`src/hdl/prim_mst_pkg.sv`:
```
`timescale 1ns / 1ps
package prim_mst_pkg;

	localparam int NODE_W        = 4;
	localparam int TIME_W        = 16;
	localparam int SUM_W         = 20;
	localparam int CFG_W         = 5;
	localparam int DEF_MAX_NODES = 16;
	localparam int DEF_TIME_BITS = 16;
	localparam int MIN_NODES     = 2;
	localparam logic [CFG_W-1:0] NODE_COUNT_RST = CFG_W'(16);

	typedef enum logic [3:0] {
		ST_IDLE  = 4'b0001,
		ST_SCAN  = 4'b0010,
		ST_DRAIN = 4'b0100,
		ST_EMIT  = 4'b1000
	} state_t;

endpackage

```
`src/hdl/prim_mst_ram.sv`:
```
`timescale 1ns / 1ps
module prim_mst_ram #(
	parameter int ADDR_W = 8,
	parameter int DATA_W = 16
) (
	input  logic              clk,
	input  logic              we,
	input  logic [ADDR_W-1:0] waddr,
	input  logic [DATA_W-1:0] wdata,
	input  logic [ADDR_W-1:0] raddr,
	output logic [DATA_W-1:0] rdata
);
	logic [DATA_W-1:0] mem_q [2**ADDR_W];
	logic [DATA_W-1:0] rdata_q;

	always_ff @(posedge clk) begin
		if (we) begin
			mem_q[waddr] <= wdata;
		end
	end

	always_ff @(posedge clk) begin
		rdata_q <= mem_q[raddr];
	end

	assign rdata = rdata_q;

endmodule

```
`src/hdl/prim_minimum_spanning_tree_top.sv`:
```
`timescale 1ns / 1ps
// a matrix entry without last_entry is taken and busy stays low
// a run takes up to n-1 steps, n the clamped node count; each step
// reads every matrix pair once through the single read port of the matrix ram
// results show for one cycle on result_valid, the receiver cannot stall them
// reset clears control state and sets node_count to 16; the matrix is undefined
// until written and keeps its contents between runs
module prim_minimum_spanning_tree_top #(
	parameter int MAX_NODES = prim_mst_pkg::DEF_MAX_NODES,
	parameter int TIME_BITS = prim_mst_pkg::DEF_TIME_BITS
) (
	input  logic                              clk,
	input  logic                              arst_n,
	input  logic                              cfg_we,
	input  logic [prim_mst_pkg::CFG_W-1:0]    cfg_wdata,
	input  logic                              start,
	output logic                              busy,
	input  logic [prim_mst_pkg::NODE_W-1:0]   row_node,
	input  logic [prim_mst_pkg::NODE_W-1:0]   col_node,
	input  logic [prim_mst_pkg::TIME_W-1:0]   travel_time,
	input  logic                              last_entry,
	output logic                              result_valid,
	output logic [prim_mst_pkg::NODE_W-1:0]   edge_from,
	output logic [prim_mst_pkg::NODE_W-1:0]   edge_to,
	output logic [prim_mst_pkg::TIME_W-1:0]   edge_time,
	output logic [prim_mst_pkg::SUM_W-1:0]    total_time,
	output logic                              disconnected,
	output logic                              last_edge
);
	import prim_mst_pkg::*;

	localparam int NW = $clog2(MAX_NODES);
	localparam int CW = $clog2(MAX_NODES + 1);
	localparam int AW = 2 * NW;
	localparam logic [TIME_BITS-1:0] NO_EDGE = {TIME_BITS{1'b1}};

	state_t state_q;

	logic [CFG_W-1:0]     node_count_q;
	logic [CW-1:0]        n_q;
	logic [CW-1:0]        n_m1;
	logic [CW-1:0]        n_start;
	logic [NW-1:0]        i_q;
	logic [NW-1:0]        j_q;
	logic [NW-1:0]        i_s1;
	logic [NW-1:0]        j_s1;
	logic                 vld_s1;
	logic [MAX_NODES-1:0] mask_q;
	logic [CW-1:0]        edges_q;
	logic [SUM_W-1:0]     sum_q;
	logic [SUM_W-1:0]     sum_next;
	logic [TIME_BITS-1:0] best_q;
	logic [NW-1:0]        bi_q;
	logic [NW-1:0]        bj_q;
	logic                 found_q;
	logic                 accept;
	logic                 in_range;
	logic                 last_pair;
	logic                 take;
	logic [TIME_BITS-1:0] rdata;
	logic [NW-1:0]        wr_row;
	logic [NW-1:0]        wr_col;

	logic                 result_valid_q;
	logic [NODE_W-1:0]    edge_from_q;
	logic [NODE_W-1:0]    edge_to_q;
	logic [TIME_W-1:0]    edge_time_q;
	logic [SUM_W-1:0]     total_time_q;
	logic                 disconnected_q;
	logic                 last_edge_q;

	assign busy     = (state_q != ST_IDLE);
	assign accept   = start && !busy;
	assign in_range = (32'(row_node) < MAX_NODES) && (32'(col_node) < MAX_NODES);
	assign wr_row   = NW'(row_node);
	assign wr_col   = NW'(col_node);

	always_comb begin
		if (32'(node_count_q) < MIN_NODES) begin
			n_start = CW'(MIN_NODES);
		end else if (32'(node_count_q) > MAX_NODES) begin
			n_start = CW'(MAX_NODES);
		end else begin
			n_start = CW'(node_count_q);
		end
	end

	assign n_m1      = n_q - CW'(1);
	assign last_pair = (CW'(i_q) == n_m1) && (CW'(j_q) == n_m1);
	assign sum_next  = sum_q + SUM_W'(best_q);

	// shared compare unit
	assign take = vld_s1 && mask_q[i_s1] && !mask_q[j_s1] && (rdata != '0)
		&& (rdata != NO_EDGE) && (rdata < best_q);

	prim_mst_ram #(
		.ADDR_W(AW),
		.DATA_W(TIME_BITS)
	) u_ram (
		.clk  (clk),
		.we   (accept && in_range),
		.waddr({wr_row, wr_col}),
		.wdata(TIME_BITS'(travel_time)),
		.raddr({i_q, j_q}),
		.rdata(rdata)
	);

	always_ff @(posedge clk or negedge arst_n) begin
		if (!arst_n) begin
			node_count_q <= NODE_COUNT_RST;
		end else if (cfg_we) begin
			node_count_q <= cfg_wdata;
		end
	end

	always_ff @(posedge clk or negedge arst_n) begin
		if (!arst_n) begin
			state_q        <= ST_IDLE;
			n_q            <= CW'(MIN_NODES);
			i_q            <= '0;
			j_q            <= '0;
			i_s1           <= '0;
			j_s1           <= '0;
			vld_s1         <= 1'b0;
			mask_q         <= '0;
			edges_q        <= '0;
			sum_q          <= '0;
			best_q         <= NO_EDGE;
			bi_q           <= '0;
			bj_q           <= '0;
			found_q        <= 1'b0;
			result_valid_q <= 1'b0;
		end else begin
			result_valid_q <= 1'b0;
			vld_s1         <= 1'b0;
			i_s1           <= i_q;
			j_s1           <= j_q;
			if (take) begin
				best_q  <= rdata;
				bi_q    <= i_s1;
				bj_q    <= j_s1;
				found_q <= 1'b1;
			end
			case (state_q)
				ST_IDLE: begin
					if (accept && last_entry) begin
						n_q     <= n_start;
						mask_q  <= MAX_NODES'(1);
						edges_q <= '0;
						sum_q   <= '0;
						best_q  <= NO_EDGE;
						found_q <= 1'b0;
						i_q     <= '0;
						j_q     <= '0;
						state_q <= ST_SCAN;
					end
				end
				ST_SCAN: begin
					vld_s1 <= 1'b1;
					if (last_pair) begin
						state_q <= ST_DRAIN;
					end else if (CW'(j_q) == n_m1) begin
						j_q <= '0;
						i_q <= i_q + NW'(1);
					end else begin
						j_q <= j_q + NW'(1);
					end
				end
				ST_DRAIN: begin
					state_q <= ST_EMIT;
				end
				ST_EMIT: begin
					result_valid_q <= 1'b1;
					i_q            <= '0;
					j_q            <= '0;
					best_q         <= NO_EDGE;
					found_q        <= 1'b0;
					if (!found_q) begin
						state_q <= ST_IDLE;
					end else begin
						mask_q[bj_q] <= 1'b1;
						edges_q      <= edges_q + CW'(1);
						sum_q        <= sum_next;
						if (edges_q + CW'(1) == n_m1) begin
							state_q <= ST_IDLE;
						end else begin
							state_q <= ST_SCAN;
						end
					end
				end
				default: begin
					state_q <= ST_IDLE;
				end
			endcase
		end
	end

	always_ff @(posedge clk) begin
		if (state_q == ST_EMIT) begin
			if (!found_q) begin
				edge_from_q    <= '0;
				edge_to_q      <= '0;
				edge_time_q    <= '0;
				total_time_q   <= sum_q;
				disconnected_q <= 1'b1;
				last_edge_q    <= 1'b1;
			end else begin
				edge_from_q    <= NODE_W'(bi_q);
				edge_to_q      <= NODE_W'(bj_q);
				edge_time_q    <= TIME_W'(best_q);
				total_time_q   <= sum_next;
				disconnected_q <= 1'b0;
				last_edge_q    <= (edges_q + CW'(1) == n_m1);
			end
		end
	end

	assign result_valid = result_valid_q;
	assign edge_from    = edge_from_q;
	assign edge_to      = edge_to_q;
	assign edge_time    = edge_time_q;
	assign total_time   = total_time_q;
	assign disconnected = disconnected_q;
	assign last_edge    = last_edge_q;

	a_disc_is_last: assert property (@(posedge clk) disable iff (!arst_n)
		result_valid && disconnected |-> last_edge)
		else $error("disconnected result not marked last");

	a_result_from_emit: assert property (@(posedge clk) disable iff (!arst_n)
		result_valid |-> $past(state_q == ST_EMIT))
		else $error("result without emit step");

	a_done_with_result: assert property (@(posedge clk) disable iff (!arst_n)
		$fell(busy) |-> result_valid && last_edge)
		else $error("run ended without final result");

	a_root_in_tree: assert property (@(posedge clk) disable iff (!arst_n)
		busy |-> mask_q[0])
		else $error("root node missing from tree");

endmodule
```
`config.mk`:
```
export PLATFORM = sky130hd
export DESIGN_NAME = prim_minimum_spanning_tree_top
export DESIGN_NICKNAME = d
export VERILOG_FILES = /design/src/hdl/prim_mst_pkg.sv /design/src/hdl/prim_mst_ram.sv /design/src/hdl/prim_minimum_spanning_tree_top.sv
export SDC_FILE = /design/constraint.sdc
export NUM_CORES = 2
export LEC_CHECK = 0
export BUFFER_PORTS_ARGS = -buffer_cell sky130_fd_sc_hd__buf_2
export CORE_ASPECT_RATIO = 0.9
export CORE_MARGIN = 1.5
export CORE_UTILIZATION = 46
export DETAILED_ROUTE_END_ITERATION = 10
export PLACE_DENSITY = 0.65
export REMOVE_ABC_BUFFERS = 1
export SETUP_SLACK_MARGIN = 0.02
export SYNTH_ARGS = -nofsm -noshare
export SYNTH_HDL_FRONTEND = slang
export SYNTH_SLANG_ARGS = --single-unit
```
`constraint.sdc`:
```
create_clock -name clk -period 8.5 [get_ports clk]
set_input_delay 1.275 -clock clk [delete_from_list [all_inputs] [get_ports clk]]
set_output_delay 1.275 -clock clk [all_outputs]
set_load 0.005 [all_outputs]
```
### Word level (Yosys, flattened, before mapping)

Memory sizes are Yosys's and may differ from the RTL's. A register that Yosys moved wholly into a read port is not among the register bits.
Cells that the tools add are included.

* reductions and logical operators: 20
* bitwise operators: 1
* $mul: 0
* $lt $le $gt $ge: 7
* mux-type cells: 40
* eq/ne operators: 14
* $add $sub $neg: 5
* div/mod/pow operators: 0
* shifts and indexed selects: 0

Operators by type and width (number)
* 16-bit 2-to-1 mux: 4
* 16-bit case mux with 2 select lines: 2
* 20-bit 2-to-1 mux: 2
* 20-bit case mux with 2 select lines: 1
* 4-bit 2-to-1 mux: 7
* 4-bit case mux with 3 select lines: 2
* 20-bit by 16-bit adder with 20-bit output: 1
* 5-bit 2-to-1 mux: 4
* 16-bit less-than comparator: 1
* 16-bit != test, second input constant: 1
* 16-bit bitwise OR: 1
* 4-bit case mux with 4 select lines: 1
* 16-bit nonzero test: 1
* 4-bit by 5-bit less-than comparator with 1-bit output, second input constant: 3
* 4-bit by 5-bit == test with 1-bit output: 2
* 1-bit 2-to-1 mux: 10
* 2-bit != test, second input constant: 5
* 5-bit case mux with 2 select lines: 1
* 1-bit logical AND: 9
* 4-bit by 1-bit adder with 4-bit output, second input constant: 2
* 1-bit binary-select mux with 4-bit select: 2
* 2-bit AND reduction: 3
* 3-bit AND reduction: 2
* 5-bit by 1-bit adder with 5-bit output, second input constant: 1
* 17 further kinds: 19

* word-level logic and storage cells: 110
* latch bits: 0
* output and inout bits: 48
* memory bits (writable): 4096
* flip-flop bits (word level): 144
* bits of input ports: 34
* memories: 1
* bits in read-only memories: 0

Memories
* u_ram.mem_q: depth 256, bits a word 16, read ports 1, clocked after Yosys merged registers in 1, wr ports 1, line prim_mst_ram.sv:13 `logic [DATA_W-1:0] mem_q [2**ADDR_W];`

### Longest topological paths before layout

* depth in word-level cells: 10
* mapped depth: 12
* gate-level depth less buffers: 10

### Hierarchy

A second synthesis with hierarchy kept.

* cell total of the unflattened synthesis: 8049
* area total of the unflattened synthesis: 166352.0 sq um

Modules (own cells, without submodules)
* prim_mst_ram: cells each 7360, seq. area each 123318.3 sq um, area an instance 158714.7 sq um, times used 1
* prim_minimum_spanning_tree_top: cells each 689, seq. area each 3857.4 sq um, area an instance 7637.3 sq um, times used 1

### Worst setup path before layout

Ideal clock, no wire load.

* path kind: in2reg
* from: input start
* to: memory u_ram.mem_q[222][0] (enable)
* data required time: 8.112 ns
* cell stages on the path: 5
* library setup time: 0.388 ns
* path buffers: 1
* setup slack: 5.242 ns
* data arrival time: 2.870 ns
* path through: nand2_1 > nor3b_1 > nand3_1 > clkbuf_1 > nor2_1

* longest elaborated chain between the ends: 3

Ends and longest elaborated chain
* from (decl): line prim_minimum_spanning_tree_top.sv:16 `input logic start,`
* 1-bit logical AND: line prim_minimum_spanning_tree_top.sv:73 `assign accept = start && !busy;`
* 1-bit 2-to-1 mux: line prim_mst_ram.sv:17 `if (we) begin`
* 1-bit 2-to-1 mux (not written as such): line prim_mst_ram.sv:18 `mem_q[waddr] <= wdata;`
* to (decl): line prim_mst_ram.sv:13

No other way between the ends.

==> flow_metrics.env <==
export IMPL_die_w_um=631.3
export IMPL_coreArea_um2=353500
export IMPL_synth_xor_xnor_area_share_pct=0.2098
export IMPL_max_freq_mhz=188.8
export IMPL_syn_area_um2=163400
export IMPL_cts_resized=0
export IMPL_ys_ff_latch=4256
export IMPL_synth_edff_count=4142
export IMPL_post_cts_buffers=0
export IMPL_io_pin_count=82
export IMPL_htreeDepth=5
export IMPL_antenna_found_initial=22
export IMPL_hp_class="in -> async"
export IMPL_dpl_hpwl_um=243600
export IMPL_via_count=82019
export IMPL_drive_gt1_share_pct=24.03
export IMPL_die_area_um2=358800
export IMPL_synth_compound_area_share_pct=3.946
export IMPL_crit_required_ns=9.28
export IMPL_yosysWarnings=0
export IMPL_endpoint_kind="flop"
export IMPL_grt_util_all_layers_pct=23.25
export IMPL_routabilityCongestion=0.8679
export IMPL_path_clk_slew_ns=0.06
export IMPL_synthArstFlopShare_pct=2.303
export IMPL_start_kind="flop"
export IMPL_finalHoldViolations=0
export IMPL_p_per_area_nw_per_um2=253.6
export IMPL_path_class="reg -> reg"
export IMPL_syn2layout_area_growth_pct=12.49
export IMPL_detailed_place_area_um2=170700
export IMPL_synthAdderAreaFrac_pct=0.2802
export IMPL_leakage_nw=56.41
export IMPL_cts_root_buf="clkbuf_16"
export IMPL_num_rows=207
export IMPL_outcome="finished, violations left"
export IMPL_final_common_cell="edfxtp_1"
export IMPL_grt_pass1_vias=80187
export IMPL_synthFlopType="edfxtp_1"
export IMPL_cp_max_fo=91
export IMPL_grt_max_degree=164
export IMPL_fillers=27050
export IMPL_finClkSkew_ns=0.06362
export IMPL_cts_buffer_depth=4
export IMPL_grt_ovfl_total=0
export IMPL_port_buffers=81
export IMPL_ir_worst_vdd_v=0.0002050
export IMPL_drtAntennaViolNets=0
export IMPL_synthDominantCellAreaShare_pct=76.11
export IMPL_yosysSeqAreaShare_pct=77.82
export IMPL_stdcell_area_um2=183800
export IMPL_slew_violations=2
export IMPL_max_slew_margin_pct=-11.36
export IMPL_wl_um=423000
export IMPL_ys_types=71
export IMPL_rsz0062_at_grt="false"
export IMPL_syn_avg_cell_area_um2=21.42
export IMPL_yosys_area_share_simple_pct=1.921
export IMPL_netlist_instances=7628
export IMPL_fin_setup_tns_ns=0
export IMPL_violations="capacitance limit, slew limit"
export IMPL_period_needed_ns=5.295
export IMPL_drc=0
export IMPL_max_slew_worst_pin_slew_ns=1.657
export IMPL_synth_area_leader_cell="edfxtp_1"
export IMPL_layout_cells_most_common_list="4,142 x edfxtp_1, 875 x mux4_2, 417 x clkbuf_16"
export IMPL_cts_tree="done"
export IMPL_firstDrtPassIters=6
export IMPL_muxShareOfSynthArea_pct=14.26
export IMPL_drt_iter0_drc=11724
export IMPL_fp_dieH_um=568.4
export IMPL_final_nets=8100
export IMPL_synth_top_family_by_area="multiplexers"
export IMPL_clkSinkCount=4256
export IMPL_fin_crit_sh_pct=62.30
export IMPL_power_mw=46.61
export IMPL_insertion_delay_ns=1.00
export IMPL_cts_inserted_buffers=414
export IMPL_wire_per_inst_um=32.34
export IMPL_initial_core_util_pct=46.22
export IMPL_postCtsHoldBufs=0
export IMPL_cp_data_arrival_time_ns=6.07
export IMPL_synth_area_leaders="edfxtp_1 76%, mux4_2 12%, mux2i_1 2.0%, dfrtp_1 1.2%, a22oi_1 0.91%"
export IMPL_setup_viol=0
export IMPL_grt_pass1_wl_um=599400
export IMPL_viasPerCell=6.270
export IMPL_drv_cap=1
[sequential cells by signal (all words and copies together), names as in the netlist, 16 cells and up]
| name | cells |
|---|---|
| edge_time | 16 |
| mask_q | 16 |
| total_time | 20 |
| u_ram.rdata | 16 |
| u_ram.mem_q | 4096 |
| sum_q | 20 |
| best_q | 16 |
[logic make-up after synthesis]
kind of cell | after synthesis
AO/OA/AOI/OAI | 898
buffers and inverters | 475
AND/OR/NAND/NOR | 695
XOR/XNOR | 36
adder cells (fa/ha/maj) | 36
multiplexers | 1232
flip-flops | 4256
[layer usage]
metal	routed length, um	up-vias	GRT usage, %
met5	26	-	0
met4	11710	4	6.238
met3	47090	596	5.125
met2	191400	4679	34.62
met1	172800	43692	34.88
li1	-	33048	-
[cell type report]
cell class | count | area [um^2] | area share [%]
flip-flops and latches | 4256 | 127200 | 69.19
multi-input cells | 2897 | 34010 | 18.50
well taps | 4702 | 5883 | 3.200
clock inverters | 237 | 2212 | 1.203
diodes | 7 | 17.52 | 0.009529
inverters | 31 | 116.4 | 0.06330
repair buffers | 430 | 3511 | 1.910
clock buffers | 521 | 10900 | 5.927
[power by group]
| part | internal (mW) | switching [mW] |
|---|---|---|
| registers | 23.1 | 0.247 |
| clock network | 10.1 | 7.80 |
| logic | 2.30 | 3.04 |
[path summary, 6_finish.rpt]
kind,start,to,slack [ns],cells past startpoint
max,j_q[1],u_ram.rdata[5],3.20,8
min,arst_n,sum_q[13],0.27,1
max reg2reg,j_q[1],u_ram.rdata[5],3.20,8
min reg2reg,bi_q[0],bi_q[0],0.48,1
max in group asynchronous,arst_n,i_q[0],6.86,2
min in group clk,bi_q[0],bi_q[0],0.48,1
[Yosys cell counts, types with 13 or more instances]
library cell / instances
a22o_1: 109
xor2_1: 14
buf_2: 87
edfxtp_1: 4142
inv_1: 28
nand3_1: 33
nor4_1: 45
a221oi_1: 68
a211oi_1: 83
o211ai_1: 34
buf_1: 35
ha_1: 35
clkbuf_1: 215
nand4_1: 26
mux2i_1: 334
dfrtp_1: 79
a2111oi_0: 18
nand2_1: 142
dfxtp_1: 16
nor3_1: 45
mux2_2: 15
nor2_1: 325
xnor2_1: 20
o22ai_1: 191
buf_4: 43
dfstp_2: 19
buf_6: 62
o21ai_0: 28
a22oi_1: 198
mux4_2: 875
and2_1: 13
nor2b_1: 19
a21oi_1: 109
[worst max-delay path: stages (launching register included)]
cell and delay, ns:
dfrtp_4 0.88, buf_12 0.51, buf_4 0.67, mux4_2 0.41
a22o_1 0.27, a221oi_1 0.32, o22ai_1 0.43, nor4_1 1.28
nor3_1 0.13
[metrics by stage]
stage	hold slack [ns]	std cells	util, %	worst slack, ns
CTS	0.2123	13073	51.99	3.217
global placement	0.4616	12314	48.28	3.204
finish	0.2690	13081	52.00	3.205
floorplan	0.4498	7184	-	-36.84
detailed placement	0.4686	12315	48.28	3.258
global route	0.2531	13075	51.99	3.116
No activity file was read; power rests on OpenSTA's default activity.
